## src/rtl/ssml_pkg.sv

```systemverilog
// ----------------------------------------------------------------------------
// ssml_pkg
// Shared constants for the SPI slave message link: store geometry, operation
// kinds and link byte codes.
// ----------------------------------------------------------------------------
`default_nettype none

package ssml_pkg;

  localparam int STORE_DEPTH = 64;
  localparam int ADDR_W      = $clog2(STORE_DEPTH);
  localparam int POS_W       = ADDR_W + 1;

  localparam logic [POS_W-1:0] POS_FULL = POS_W'(STORE_DEPTH);

  typedef enum logic [1:0] {
    OP_MASTER = 2'd0,
    OP_WRITE  = 2'd1,
    OP_READ   = 2'd2,
    OP_ACK    = 2'd3
  } op_t;

  localparam logic [7:0] CODE_RECEIVE = 8'hF0;
  localparam logic [7:0] CODE_SEND    = 8'hF1;
  localparam logic [7:0] CODE_ACK     = 8'hF2;
  localparam logic [7:0] CODE_NACK    = 8'hF3;
  localparam logic [7:0] CODE_READY   = 8'hF4;
  localparam logic [7:0] CODE_ERROR   = 8'hF5;
  localparam logic [7:0] CODE_END     = 8'hF6;
  localparam logic [7:0] CODE_NONE    = 8'hF7;
  localparam logic [7:0] CODE_FULL    = 8'hF8;

endpackage

`default_nettype wire

```

## src/rtl/ssml_ram.sv

```systemverilog
// ----------------------------------------------------------------------------
// ssml_ram
// Generic single write, single read RAM with registered read and read enable.
// ----------------------------------------------------------------------------
`default_nettype none

module ssml_ram #(
  parameter int WIDTH = 8,
  parameter int DEPTH = 64
) (
  input  wire logic                     clk,
  input  wire logic                     we,
  input  wire logic [$clog2(DEPTH)-1:0] waddr,
  input  wire logic [WIDTH-1:0]         wdata,
  input  wire logic                     re,
  input  wire logic [$clog2(DEPTH)-1:0] raddr,
  output logic      [WIDTH-1:0]         rdata
);

  logic [WIDTH-1:0] mem [DEPTH];

  always_ff @(posedge clk) begin
    if (we) begin
      mem[waddr] <= wdata;
    end
    if (re) begin
      rdata <= mem[raddr];
    end
  end

endmodule

`default_nettype wire

```

## src/rtl/spi_slave_message_link_unit.sv

```systemverilog
// ----------------------------------------------------------------------------
// spi_slave_message_link_unit
// Byte-level message handler of an SPI slave: receive and send sessions,
// echo checking, host access to the send and receive stores.
// ----------------------------------------------------------------------------
//  channel  | dir | tuser      | tdata
//  s_axis   | in  | [1:0] op   | [7:0] data_byte, [13:8] index, [15:14] zero
//  m_axis   | out | -          | [7:0] reply, [15:8] read_data,
//           |     |            | [16] message_ready, [23:17] received_count
//
//  One beat accepted per cycle while m_axis is not stalled; a result passes
//  through stage 1 (the registered read of the receive store) and the output register.
//  Send store words at the send and receive positions are prefetched from
//  two copies of the send store, with a bypass for a write in the same beat.
//  Reset clears the control state and, by per-entry valid bits, both stores at once, no clearing pass.
//  A stalled m_axis holds the pipe; s_axis_tready drops only when it is full.
// ----------------------------------------------------------------------------
`default_nettype none

module spi_slave_message_link_unit
  import ssml_pkg::*;
(
  input  wire logic        clk,
  input  wire logic        rst,
  input  wire logic        s_axis_tvalid,
  output logic             s_axis_tready,
  input  wire logic [15:0] s_axis_tdata,  // data_byte[7:0], index[13:8], pad
  input  wire logic [1:0]  s_axis_tuser,  // op[1:0]
  output logic             m_axis_tvalid,
  input  wire logic        m_axis_tready,
  output logic [23:0]      m_axis_tdata   // reply, read_data, message_ready,
                                          // received_count
);

  typedef enum logic [1:0] {
    MODE_IDLE = 2'd0,
    MODE_RX   = 2'd1,
    MODE_TX   = 2'd2
  } mode_t;

  // link state
  mode_t              link_mode, link_mode_next;
  logic [POS_W-1:0]   rx_pos, rx_pos_next;
  logic [POS_W-1:0]   tx_pos, tx_pos_next;
  logic               pending, pending_next;
  logic [7:0]         tx_first, tx_first_next;
  logic [STORE_DEPTH-1:0] rx_vld;
  logic [STORE_DEPTH-1:0] tx_vld;

  // prefetch of send store at send position (a) and receive position (b)
  logic               txa_hit, txb_hit;
  logic [7:0]         txa_byp, txb_byp;
  logic               txa_vld, txb_vld;
  logic [7:0]         txa_q, txb_q;
  logic [7:0]         tx_cur, tx_chk;
  logic [ADDR_W-1:0]  txa_raddr, txb_raddr;

  // stage 1 and output register
  logic               s1_valid;
  logic [7:0]         s1_reply;
  logic               s1_read;
  logic               s1_rx_vld;
  logic               s1_pend;
  logic [POS_W-1:0]   s1_count;
  logic [7:0]         rx_q;

  logic               in_accept;
  logic               out_free;
  op_t                op;
  logic [7:0]         din;
  logic [ADDR_W-1:0]  idx;
  logic [7:0]         reply;
  logic               rx_we;
  logic               tx_we;
  logic [ADDR_W-1:0]  tx_waddr;
  logic [7:0]         tx_wdata;

  assign op        = op_t'(s_axis_tuser);
  assign din       = s_axis_tdata[7:0];
  assign idx       = s_axis_tdata[13:8];
  assign out_free  = !m_axis_tvalid || m_axis_tready;
  assign s_axis_tready = !s1_valid || out_free;
  assign in_accept = s_axis_tvalid && s_axis_tready;

  assign tx_cur = txa_hit ? txa_byp : (txa_vld ? txa_q : 8'h00);
  assign tx_chk = txb_hit ? txb_byp : (txb_vld ? txb_q : 8'h00);

  assign txa_raddr = tx_pos_next[ADDR_W-1:0];
  assign txb_raddr = rx_pos_next[ADDR_W-1:0];

  always_comb begin
    link_mode_next = link_mode;
    rx_pos_next    = rx_pos;
    tx_pos_next    = tx_pos;
    pending_next   = pending;
    reply          = CODE_READY;
    rx_we          = 1'b0;
    tx_we          = 1'b0;
    tx_waddr       = '0;
    tx_wdata       = 8'h00;
    if (in_accept) begin
      unique case (op)
        OP_MASTER: begin
          if (!din[7]) begin
            unique case (link_mode)
              MODE_RX: begin
                if (rx_pos < POS_FULL) begin
                  rx_we       = 1'b1;
                  rx_pos_next = rx_pos + POS_W'(1);
                end else begin
                  reply          = CODE_FULL;
                  link_mode_next = MODE_IDLE;
                end
              end
              MODE_TX: begin
                if (tx_pos >= POS_FULL) begin
                  reply          = CODE_FULL;
                  link_mode_next = MODE_IDLE;
                end else if (rx_pos > tx_pos) begin
                  reply = CODE_END;
                end else if (tx_pos > POS_W'(1) && din != tx_chk) begin
                  reply          = CODE_ERROR;
                  link_mode_next = MODE_IDLE;
                end else begin
                  reply = tx_cur;
                  // echoes are checked two positions behind the send side
                  if (tx_pos > POS_W'(1)) begin
                    rx_pos_next = rx_pos + POS_W'(1);
                  end
                  if (tx_cur != 8'h00) begin
                    tx_pos_next = tx_pos + POS_W'(1);
                  end
                end
              end
              default: reply = CODE_NACK;
            endcase
          end else begin
            unique case (din) inside
              CODE_RECEIVE: begin
                link_mode_next = MODE_RX;
                rx_pos_next    = '0;
                reply          = CODE_ACK;
              end
              CODE_SEND: begin
                if (tx_first == 8'h00) begin
                  reply = CODE_NONE;
                end else begin
                  link_mode_next = MODE_TX;
                  tx_pos_next    = POS_W'(1);
                  rx_pos_next    = '0;
                  reply          = tx_first;
                end
              end
              CODE_END: begin
                if (link_mode == MODE_RX) begin
                  pending_next = 1'b1;
                end else if (link_mode == MODE_TX) begin
                  tx_we = 1'b1;  // mark send store empty
                end
                link_mode_next = MODE_IDLE;
                reply          = CODE_ACK;
              end
              CODE_ACK: reply = CODE_READY;
              CODE_ERROR, CODE_FULL: begin
                link_mode_next = MODE_IDLE;
                reply          = CODE_ACK;
              end
              default: reply = CODE_NACK;
            endcase
          end
        end
        OP_WRITE: begin
          tx_we    = 1'b1;
          tx_waddr = idx;
          tx_wdata = din;
        end
        OP_READ: ;
        OP_ACK: begin
          pending_next = 1'b0;
          rx_pos_next  = '0;
        end
        default: ;
      endcase
    end
  end

  assign tx_first_next = (tx_we && tx_waddr == '0) ? tx_wdata : tx_first;

  always_ff @(posedge clk) begin
    if (rst) begin
      link_mode     <= MODE_IDLE;
      rx_pos        <= '0;
      tx_pos        <= '0;
      pending       <= 1'b0;
      tx_first      <= 8'h00;
      rx_vld        <= '0;
      tx_vld        <= '0;
      txa_hit       <= 1'b0;
      txb_hit       <= 1'b0;
      txa_vld       <= 1'b0;
      txb_vld       <= 1'b0;
      s1_valid      <= 1'b0;
      m_axis_tvalid <= 1'b0;
    end else begin
      if (in_accept) begin
        link_mode <= link_mode_next;
        rx_pos    <= rx_pos_next;
        tx_pos    <= tx_pos_next;
        pending   <= pending_next;
        tx_first  <= tx_first_next;
        if (rx_we) begin
          rx_vld[rx_pos[ADDR_W-1:0]] <= 1'b1;
        end
        if (tx_we) begin
          tx_vld[tx_waddr] <= 1'b1;
        end
        txa_hit   <= tx_we && tx_waddr == txa_raddr;
        txb_hit   <= tx_we && tx_waddr == txb_raddr;
        txa_byp   <= tx_wdata;
        txb_byp   <= tx_wdata;
        txa_vld   <= tx_vld[txa_raddr];
        txb_vld   <= tx_vld[txb_raddr];
        s1_reply  <= reply;
        s1_read   <= op == OP_READ;
        s1_rx_vld <= rx_vld[idx];
        s1_pend   <= pending_next;
        s1_count  <= rx_pos_next;
      end
      if (s_axis_tready) begin
        s1_valid <= in_accept;
      end
      if (out_free) begin
        m_axis_tvalid <= s1_valid;
        if (s1_valid) begin
          m_axis_tdata <= {s1_count, s1_pend,
                           (s1_read && s1_rx_vld) ? rx_q : 8'h00, s1_reply};
        end
      end
    end
  end

  ssml_ram #(.WIDTH(8), .DEPTH(STORE_DEPTH)) u_rx_ram (
    .clk   (clk),
    .we    (rx_we),
    .waddr (rx_pos[ADDR_W-1:0]),
    .wdata (din),
    .re    (in_accept),
    .raddr (idx),
    .rdata (rx_q)
  );

  ssml_ram #(.WIDTH(8), .DEPTH(STORE_DEPTH)) u_txa_ram (
    .clk   (clk),
    .we    (tx_we),
    .waddr (tx_waddr),
    .wdata (tx_wdata),
    .re    (in_accept),
    .raddr (txa_raddr),
    .rdata (txa_q)
  );

  ssml_ram #(.WIDTH(8), .DEPTH(STORE_DEPTH)) u_txb_ram (
    .clk   (clk),
    .we    (tx_we),
    .waddr (tx_waddr),
    .wdata (tx_wdata),
    .re    (in_accept),
    .raddr (txb_raddr),
    .rdata (txb_q)
  );

  // send session always starts past the first byte
  a_tx_pos: assert property (@(posedge clk) disable iff (rst)
    link_mode == MODE_TX |-> tx_pos != '0)
    else $error("send mode with zero send position");

  a_rx_write_mode: assert property (@(posedge clk) disable iff (rst)
    rx_we |-> link_mode == MODE_RX && rx_pos < POS_FULL)
    else $error("receive store written outside receive session");

  a_rx_bound: assert property (@(posedge clk) disable iff (rst)
    rx_pos <= POS_FULL && tx_pos <= POS_FULL)
    else $error("store position beyond depth");

  a_s1_hold: assert property (@(posedge clk) disable iff (rst)
    s1_valid && !out_free |=> s1_valid && $stable(s1_reply))
    else $error("stage 1 beat lost under stall");

endmodule

`default_nettype wire
```

## config.mk

```make
export PLATFORM = sky130hd
export DESIGN_NAME = spi_slave_message_link_unit
export DESIGN_NICKNAME = d
export VERILOG_FILES = /design/src/rtl/ssml_pkg.sv /design/src/rtl/ssml_ram.sv /design/src/rtl/spi_slave_message_link_unit.sv
export SDC_FILE = /design/constraint.sdc
export NUM_CORES = 2
export LEC_CHECK = 0
export BUFFER_PORTS_ARGS = -buffer_cell sky130_fd_sc_hd__buf_2
export CAP_MARGIN = 20
export CORE_MARGIN = 4
export CORE_UTILIZATION = 55
export DETAILED_ROUTE_END_ITERATION = 8
export PLACE_DENSITY = 0.71
export SLEW_MARGIN = 25
export SYNTH_ARGS = -nofsm -noshare
export SYNTH_HDL_FRONTEND = slang
export SYNTH_SLANG_ARGS = --single-unit
export TNS_END_PERCENT = 50
```

## constraint.sdc

```tcl
create_clock -name clk -period 4.8 [get_ports clk]
set_clock_uncertainty 0.2 [all_clocks]
set_input_delay 0.24 -clock clk [delete_from_list [all_inputs] [get_ports clk]]
set_output_delay 0.24 -clock clk [all_outputs]
set_load 0.005 [all_outputs]
```

# ---- After elaboration in Yosys (flattened, before gate mapping)
# Memory sizes are Yosys's and may differ from the RTL's. A register that Yosys moved wholly into a read port is not among the register bits.
# Cells that the tools add are included.
dict set report op_classes {
  n_eq_ne 24
  magnitude_cmp 11
  reduce_logical 28
  mux 74
  n_bitwise 3
  n_addsub 2
}
# operator n
set ops {}
lappend ops {{OR 64 bit} 2}
lappend ops {{2-to-1 mux 7 bit} 16}
lappend ops {{2-to-1 mux 8 bit} 11}
lappend ops {{equality test 8 bit (second input constant)} 6}
lappend ops {{one-hot mux 7 bit (2 select lines)} 3}
lappend ops {{< comparator 6 x 7 -> 1 bit (second input constant)} 5}
lappend ops {{2-to-1 mux 6 bit} 4}
lappend ops {{one-hot mux 8 bit (3 select lines)} 1}
lappend ops {{2-to-1 mux 1 bit} 22}
lappend ops {{binary-select mux 1 bit (select 6 bit)} 3}
lappend ops {{one-hot mux 8 bit (2 select lines)} 1}
lappend ops {{adder 7 x 1 -> 7 bit (second input constant)} 2}
lappend ops {{demux 1 bit (select 6 bit)} 2}
lappend ops {{equality test 6 bit} 2}
lappend ops {{>= comparator 6 x 1 -> 1 bit (second input constant)} 2}
lappend ops {{2-to-1 mux 2 bit} 6}
lappend ops {{AND reduction 9 bit} 1}
lappend ops {{logical AND 1 bit} 8}
lappend ops {{zero test 8 bit} 1}
lappend ops {{inequality test 2 bit (second input constant)} 4}
lappend ops {{inequality test 4 bit (second input constant)} 2}
lappend ops {{inequality test 8 bit} 1}
lappend ops {{AND reduction 2 bit} 4}
lappend ops {{AND reduction 8 bit} 1}
lappend ops {{other kinds (24)} 32}
dict set report word_totals {
  out_inout_bits 26
  mem_count 3
  ff_bits 209
  ramBits 1536
}
# name words word_bits rd rd_ports_with_merged_regs wr line
set mem_list {}
lappend mem_list {u_rx_ram.mem 64 8 1 1 1 ssml_ram.sv:20} ;# logic [WIDTH-1:0] mem [DEPTH];
lappend mem_list {u_txa_ram.mem 64 8 1 1 1 ssml_ram.sv:20}
lappend mem_list {u_txb_ram.mem 64 8 1 1 1 ssml_ram.sv:20}

# ---- Logic depth before layout (Yosys ltp)
dict set report depth {
  word_depth 13
  ltp_mapped 20
}

# ---- Hierarchy
# From an unflattened synthesis, not the netlist that was laid out.
dict set report hier_totals {
  hier_cells 4037
  hier_area_um2 71522.3
}
# mod area_per_inst_um2 cells_per_inst seq_area_each_um2 n_inst
set modules_own_cells {}
lappend modules_own_cells {{ssml_ram at u_txa_ram ...} 20246.9 940 15615.0 2}
lappend modules_own_cells {{ssml_ram at u_rx_ram} 20270.7 972 15615.0 1}
lappend modules_own_cells {spi_slave_message_link_unit 10757.8 1185 4684.5 1}

# ---- Worst setup path after synthesis
# No wires, ideal clock.
dict set report synth_path {
  kind {register to register}
  from {register tx_pos[2]}
  to {register u_txa_ram.rdata[6] (read register of u_txa_ram.mem) (data pin)}
  slack_ns 0.531
  path_stages_with_launch 19
  t_arrival_ns 3.798
  period_less_slack_ns 4.269
  path_cell_list {dfxtp_1 -> clkbuf_1 -> inv_1 -> ha_1 -> a21oi_1 -> a21oi_1 -> o22ai_1 -> nand3_1 -> or4_1 -> and3_1 -> clkbuf_1 -> buf_2 -> buf_2 -> clkbuf_1 -> nand2_1 -> nand3_1 -> a21oi_1 -> nor2_1 -> or4_1}
}
dict set report synth_via {
  elab_chain_cells 9
  word_cells_on_any_way 15
}
# item line
set synth_rtl {}
lappend synth_rtl {{start, declared} spi_slave_message_link_unit.sv:44} ;# logic [POS_W-1:0] tx_pos, tx_pos_next;
lappend synth_rtl {{start signal, assigned} spi_slave_message_link_unit.sv:208} ;# tx_pos <= tx_pos_next;
lappend synth_rtl {{adder 7 x 1 -> 7 bit / greater-than comparator 7 x 1 -> 1 bit (equally long branches)} {spi_slave_message_link_unit.sv:131, spi_slave_message_link_unit.sv:121}}
lappend synth_rtl {{2-to-1 mux 7 bit / logical AND 1 bit (equally long branches)} {spi_slave_message_link_unit.sv:130, spi_slave_message_link_unit.sv:121}}
lappend synth_rtl {{2-to-1 mux 7 bit} spi_slave_message_link_unit.sv:121} ;# end else if (tx_pos > POS_W'(1) && din != tx_chk) begin
lappend synth_rtl {{2-to-1 mux 7 bit} spi_slave_message_link_unit.sv:119} ;# end else if (rx_pos > tx_pos) begin
lappend synth_rtl {{2-to-1 mux 7 bit} spi_slave_message_link_unit.sv:116} ;# if (tx_pos >= POS_FULL) begin
lappend synth_rtl {{2-to-1 mux 7 bit} spi_slave_message_link_unit.sv:105} ;# unique case (link_mode)
lappend synth_rtl {{2-to-1 mux 7 bit} spi_slave_message_link_unit.sv:104} ;# if (!din[7]) begin
lappend synth_rtl {{2-to-1 mux 6 bit} spi_slave_message_link_unit.sv:102} ;# unique case (op)
lappend synth_rtl {{2-to-1 mux 6 bit (*)} spi_slave_message_link_unit.sv:101} ;# if (in_accept) begin
lappend synth_rtl {{end, declared} ssml_ram.sv:17} ;# output logic [WIDTH-1:0] rdata
# Mark *: on every way between the ends. The rest lies on a longest branch, timed or not. The select of a mux whose other input is x is not followed.
# A chain may end at the register's enable or synchronous reset.

# ---- Worst setup path in the final report
dict set report layout_path {
  from {register txb_hit}
  to {register u_txa_ram.rdata[6] (read register of u_txa_ram.mem) (data pin)}
}
dict set report layout_via {
  elab_chain_cells 10
}
# item line
set layout_rtl {}
lappend layout_rtl {{start, declared} spi_slave_message_link_unit.sv:51} ;# logic txa_hit, txb_hit;
lappend layout_rtl {{start signal, assigned} spi_slave_message_link_unit.sv:218} ;# txb_hit <= tx_we && tx_waddr == txb_raddr;
lappend layout_rtl {{2-to-1 mux 8 bit} spi_slave_message_link_unit.sv:86} ;# assign tx_chk = txb_hit ? txb_byp : (txb_vld ? txb_q : 8'h00);
lappend layout_rtl {{inequality test 8 bit} spi_slave_message_link_unit.sv:121}
lappend layout_rtl {{logical AND 1 bit} spi_slave_message_link_unit.sv:121}
lappend layout_rtl {{2-to-1 mux 7 bit} spi_slave_message_link_unit.sv:121}
lappend layout_rtl {{2-to-1 mux 7 bit} spi_slave_message_link_unit.sv:119}
lappend layout_rtl {{2-to-1 mux 7 bit} spi_slave_message_link_unit.sv:116}
lappend layout_rtl {{2-to-1 mux 7 bit} spi_slave_message_link_unit.sv:105}
lappend layout_rtl {{2-to-1 mux 7 bit} spi_slave_message_link_unit.sv:104}
lappend layout_rtl {{2-to-1 mux 6 bit} spi_slave_message_link_unit.sv:102}
lappend layout_rtl {{2-to-1 mux 6 bit} spi_slave_message_link_unit.sv:101}
# No other way between the ends. The select of a mux whose other input is x is not followed.

==> results.sh <==
export IMPL_hold_class="in2reg"
export IMPL_cts_root_buf="clkbuf_16"
export IMPL_gp_congestion=0.9679
export IMPL_cts_sinks=1257
export IMPL_tritoncts="yes"
export IMPL_setup_viol=0
export IMPL_grt_pass1_vias=37274
export IMPL_fin_area_sq_mm=0.06399
export IMPL_fillers=7418
export IMPL_mostFrequentLayoutCells="1,098 x edfxtp_1, 796 x nand2_1, 465 x nor2_1, 347 x nand3_1, 224 x buf_4"
export IMPL_rr_worst_depth=14
export IMPL_p_sw_frac=0.2060
export IMPL_final_nets=4620
export IMPL_p_int_mw=18.25
export IMPL_timing_final_crit_share=0.9540
export IMPL_syn_inst=4427
export IMPL_portBuffers=45
export IMPL_drv_slew=0
export IMPL_antenna_left=0
export IMPL_crit_path_frequent_cell="buf_4"
export IMPL_combPwrFrac=0.033
export IMPL_status="finished, final reports clean"
export IMPL_core_sq_mm=0.1007
export IMPL_clk_latency_ns=0.75
export IMPL_hp_start="s_axis_tdata[0]"
export IMPL_drv_cap=0
export IMPL_power_leakage_nw=22.19
export IMPL_globalRouteTotalUtil=0.2982
export IMPL_ir_worst_vdd_mv=0.3361
export IMPL_path_max_fanout=16
export IMPL_grt_max_degree=108
export IMPL_rr_startpoint="txb_hit"
export IMPL_row_count=116
export IMPL_start_util=0.5575
export IMPL_die_x_microns=327.5
export IMPL_slowest_delay_ns=0.70
export IMPL_async_flop_share=0
export IMPL_powerDensity_mw_per_mm2=359.2
export IMPL_r2r_setup_slack_ns=0.22
export IMPL_crit_path_end_kind="register"
export IMPL_post_drt_wl_per_cell_microns=26.54
export IMPL_worstPathRequired_ns=5.07
export IMPL_tightest_slew_ns=1.080
export IMPL_synth_edf_count=1098
export IMPL_worstSetupPathType="reg2reg"
export IMPL_holdPathStages=5
export IMPL_min_to="link_mode[1]"
export IMPL_dp_cells=5787
export IMPL_gr_total_overflow=0
export IMPL_syn_nets=4466
export IMPL_cp_cell_sequence="buf_4, nand3b_1, a221oi_1, a2111oi_4, buf_4, a21o_1, nand4_1, o31ai_4, buf_4, nand3_1, a21oi_1, nor4_1, and3_1, or4_1"
export IMPL_num_vias=38427
export IMPL_max_freq_mhz=218.4
export IMPL_final_common_cell="edfxtp_1"
export IMPL_ys_ff_latch=1257
export IMPL_avgViaCountPerCell=6.354
export IMPL_post_dp_cell_area_sq_mm=0.05936
export IMPL_yosysSeqAreaShare=0.6439
export IMPL_final_setup_tns_ns=0
export IMPL_slowest_stage="o31ai_4"
export IMPL_fin_cells=6048
export IMPL_num_io_pins=48
export IMPL_drt_wl_total_microns=160500
export IMPL_relSlewSlack=0.2799
export IMPL_syn_avg_cell_area_sq_um=12.68
export IMPL_p_sw_mw=4.735
export IMPL_hpwl_microns=103900
export IMPL_place_worst_setup_slack_ns=-0.03792
export IMPL_cts_buffers=131
export IMPL_drive_gt1_frac=0.1802
export IMPL_drc=0
export IMPL_syn2layout_area_growth_pct=13.95
export IMPL_antenna_found_initial=5
export IMPL_setup_slack_ns=0.2208
export IMPL_drtPass1Iterations=6
export IMPL_crit_start="txb_hit"
export IMPL_clk_pin_slew_ns=0.06
export IMPL_synth_cell_area_sq_mm=0.05615
export IMPL_arrival_ns=4.85
export IMPL_rsz0062_at_grt="false"
export IMPL_hold_violations=0
export IMPL_drt_iter0_markers=4759
export IMPL_start_kind="register"
export IMPL_die_area_sq_mm=0.1073
export IMPL_power_mw=22.98
export IMPL_die_h_microns=327.5
export IMPL_p_clk_frac=0.450
export IMPL_fin_crit_ns=4.579
export IMPL_timing_rr_end="u_txa_ram.rdata[6]"
export IMPL_htreeDepth=4
export IMPL_ys_warn_count=0
export IMPL_grt_pass1_wl_microns=238600
export IMPL_ys_flop_type="edfxtp_1"
export IMPL_pwr_share_seq=0.517
export IMPL_clock_path_buffers=3
export IMPL_synth_cell_types=76
cell families after synthesis:
group	after synthesis	share of synthesized area
DFF	1257	0.6439
muxes	470	0.1281
adders and majority gates	17	0.003788
buffers and inverters	330	0.02395
AOI/OAI and AO/OA	517	0.05867
and+or+nand+nor	1829	0.1405
xor gates and xnor gates	7	0.001092
per-stage QoR:
stage | utilization | hold slack [ns]
3_5_place_dp | 0.5893 | 0.2045
4_1_cts | 0.6345 | 0.01348
6_report | 0.6352 | 0.06241
2_1_floorplan | - | 0.1389
5_1_grt | 0.6352 | 0.07729
3_3_place_gp | 0.5893 | 0.2015
state kept, by name (all words and copies together) (netlist names), 2 cells and up:
name / flops
u_rx_ram.mem: 512
link_mode: 2
s1_reply: 8
txb_byp: 8
m_axis_tdata: 24
tx_vld: 64
u_txb_ram.rdata: 8
u_txb_ram.mem: 280
rx_pos: 7
tx_first: 8
rx_vld: 64
u_rx_ram.rdata: 8
u_txa_ram.rdata: 8
s1_count: 7
tx_pos: 7
u_txa_ram.mem: 232
cells in the mapped netlist (18+ instances only):
cell	instances	area, sq um
nor3_1	21	105.1
buf_1	69	259.0
o21ai_0	95	475.5
nor4_1	26	162.7
mux2i_1	181	1812
dfxtp_1	159	3183
mux4_2	189	4257
and3_1	39	244.0
a211o_1	18	157.7
a21oi_1	194	970.9
a31oi_1	21	131.4
nand2_1	796	2988
and2_1	19	118.9
nand4_1	39	244.0
edfxtp_1	1098	32970
a211oi_1	23	172.7
nor2_1	473	1775
mux2_2	100	1126
inv_1	25	93.84
buf_2	58	290.3
o211ai_1	69	518.0
nand3_1	348	1742
clkbuf_1	168	630.6
critical path: cells and delay by family (launching register included):
family	cells	cell delay, ns
flops	1	0.40
simple gates	6	1.25
buf+inv	3	0.76
compound gates	5	1.69
worst max-delay path by stage:
stage               slack, ns                 end  depth (start not counted)
global route             0.02  u_txb_ram.rdata[2]                         17
detailed placement      -0.04  u_txa_ram.rdata[5]                         17
global placement        -0.01  u_txa_ram.rdata[5]                         17
finish                   0.22  u_txa_ram.rdata[6]                         14
CTS                      0.05  u_txa_ram.rdata[5]                         18
floorplan                0.53  u_txa_ram.rdata[6]                         18
layer usage:
layer / GRT usage / vias to the layer above / part of all wire
met4: 0.1426 / 4 / 0.052
met5: 0 / - / 0.00019
met2: 0.4934 / 2080 / 0.49
met1: 0.3909 / 19076 / 0.38
met3: 0.04393 / 409 / 0.085
li1: - / 16858 / -
power by group through the flow:
stage	combinational (mW)	clock (mW)	sequential, mW
floorplan	0.413	0	12.1
global placement	0.715	0	12.1
detailed placement	0.729	0	12.1
CTS	0.749	10.5	11.9
global route	0.792	10.9	11.9
finish	0.754	10.3	11.9
repair_timing:
action,4_1_cts,5_1_grt
setup endpoints to repair,0,2
gates resized for setup,0,3
setup buffers,0,1
hold buffers,16,0
hold endpoints to repair,251,0
cell type report:
| class | count | area, sq um | area share |
|---|---|---|---|
| Clock inverter | 55 | 649.4 | 0.01015 |
| Sequential cell | 1257 | 36150 | 0.5650 |
| Antenna cell | 1 | 2.502 | 0.00003911 |
| Clock buffer | 187 | 3746 | 0.05855 |
| Inverter | 30 | 115.1 | 0.001799 |
| Multi-Input combinational cell | 2840 | 18800 | 0.2939 |
| Timing Repair Buffer | 321 | 2818 | 0.04404 |
| Tap cell | 1357 | 1698 | 0.02654 |
Note: power is estimated with default switching activity, not from simulation.
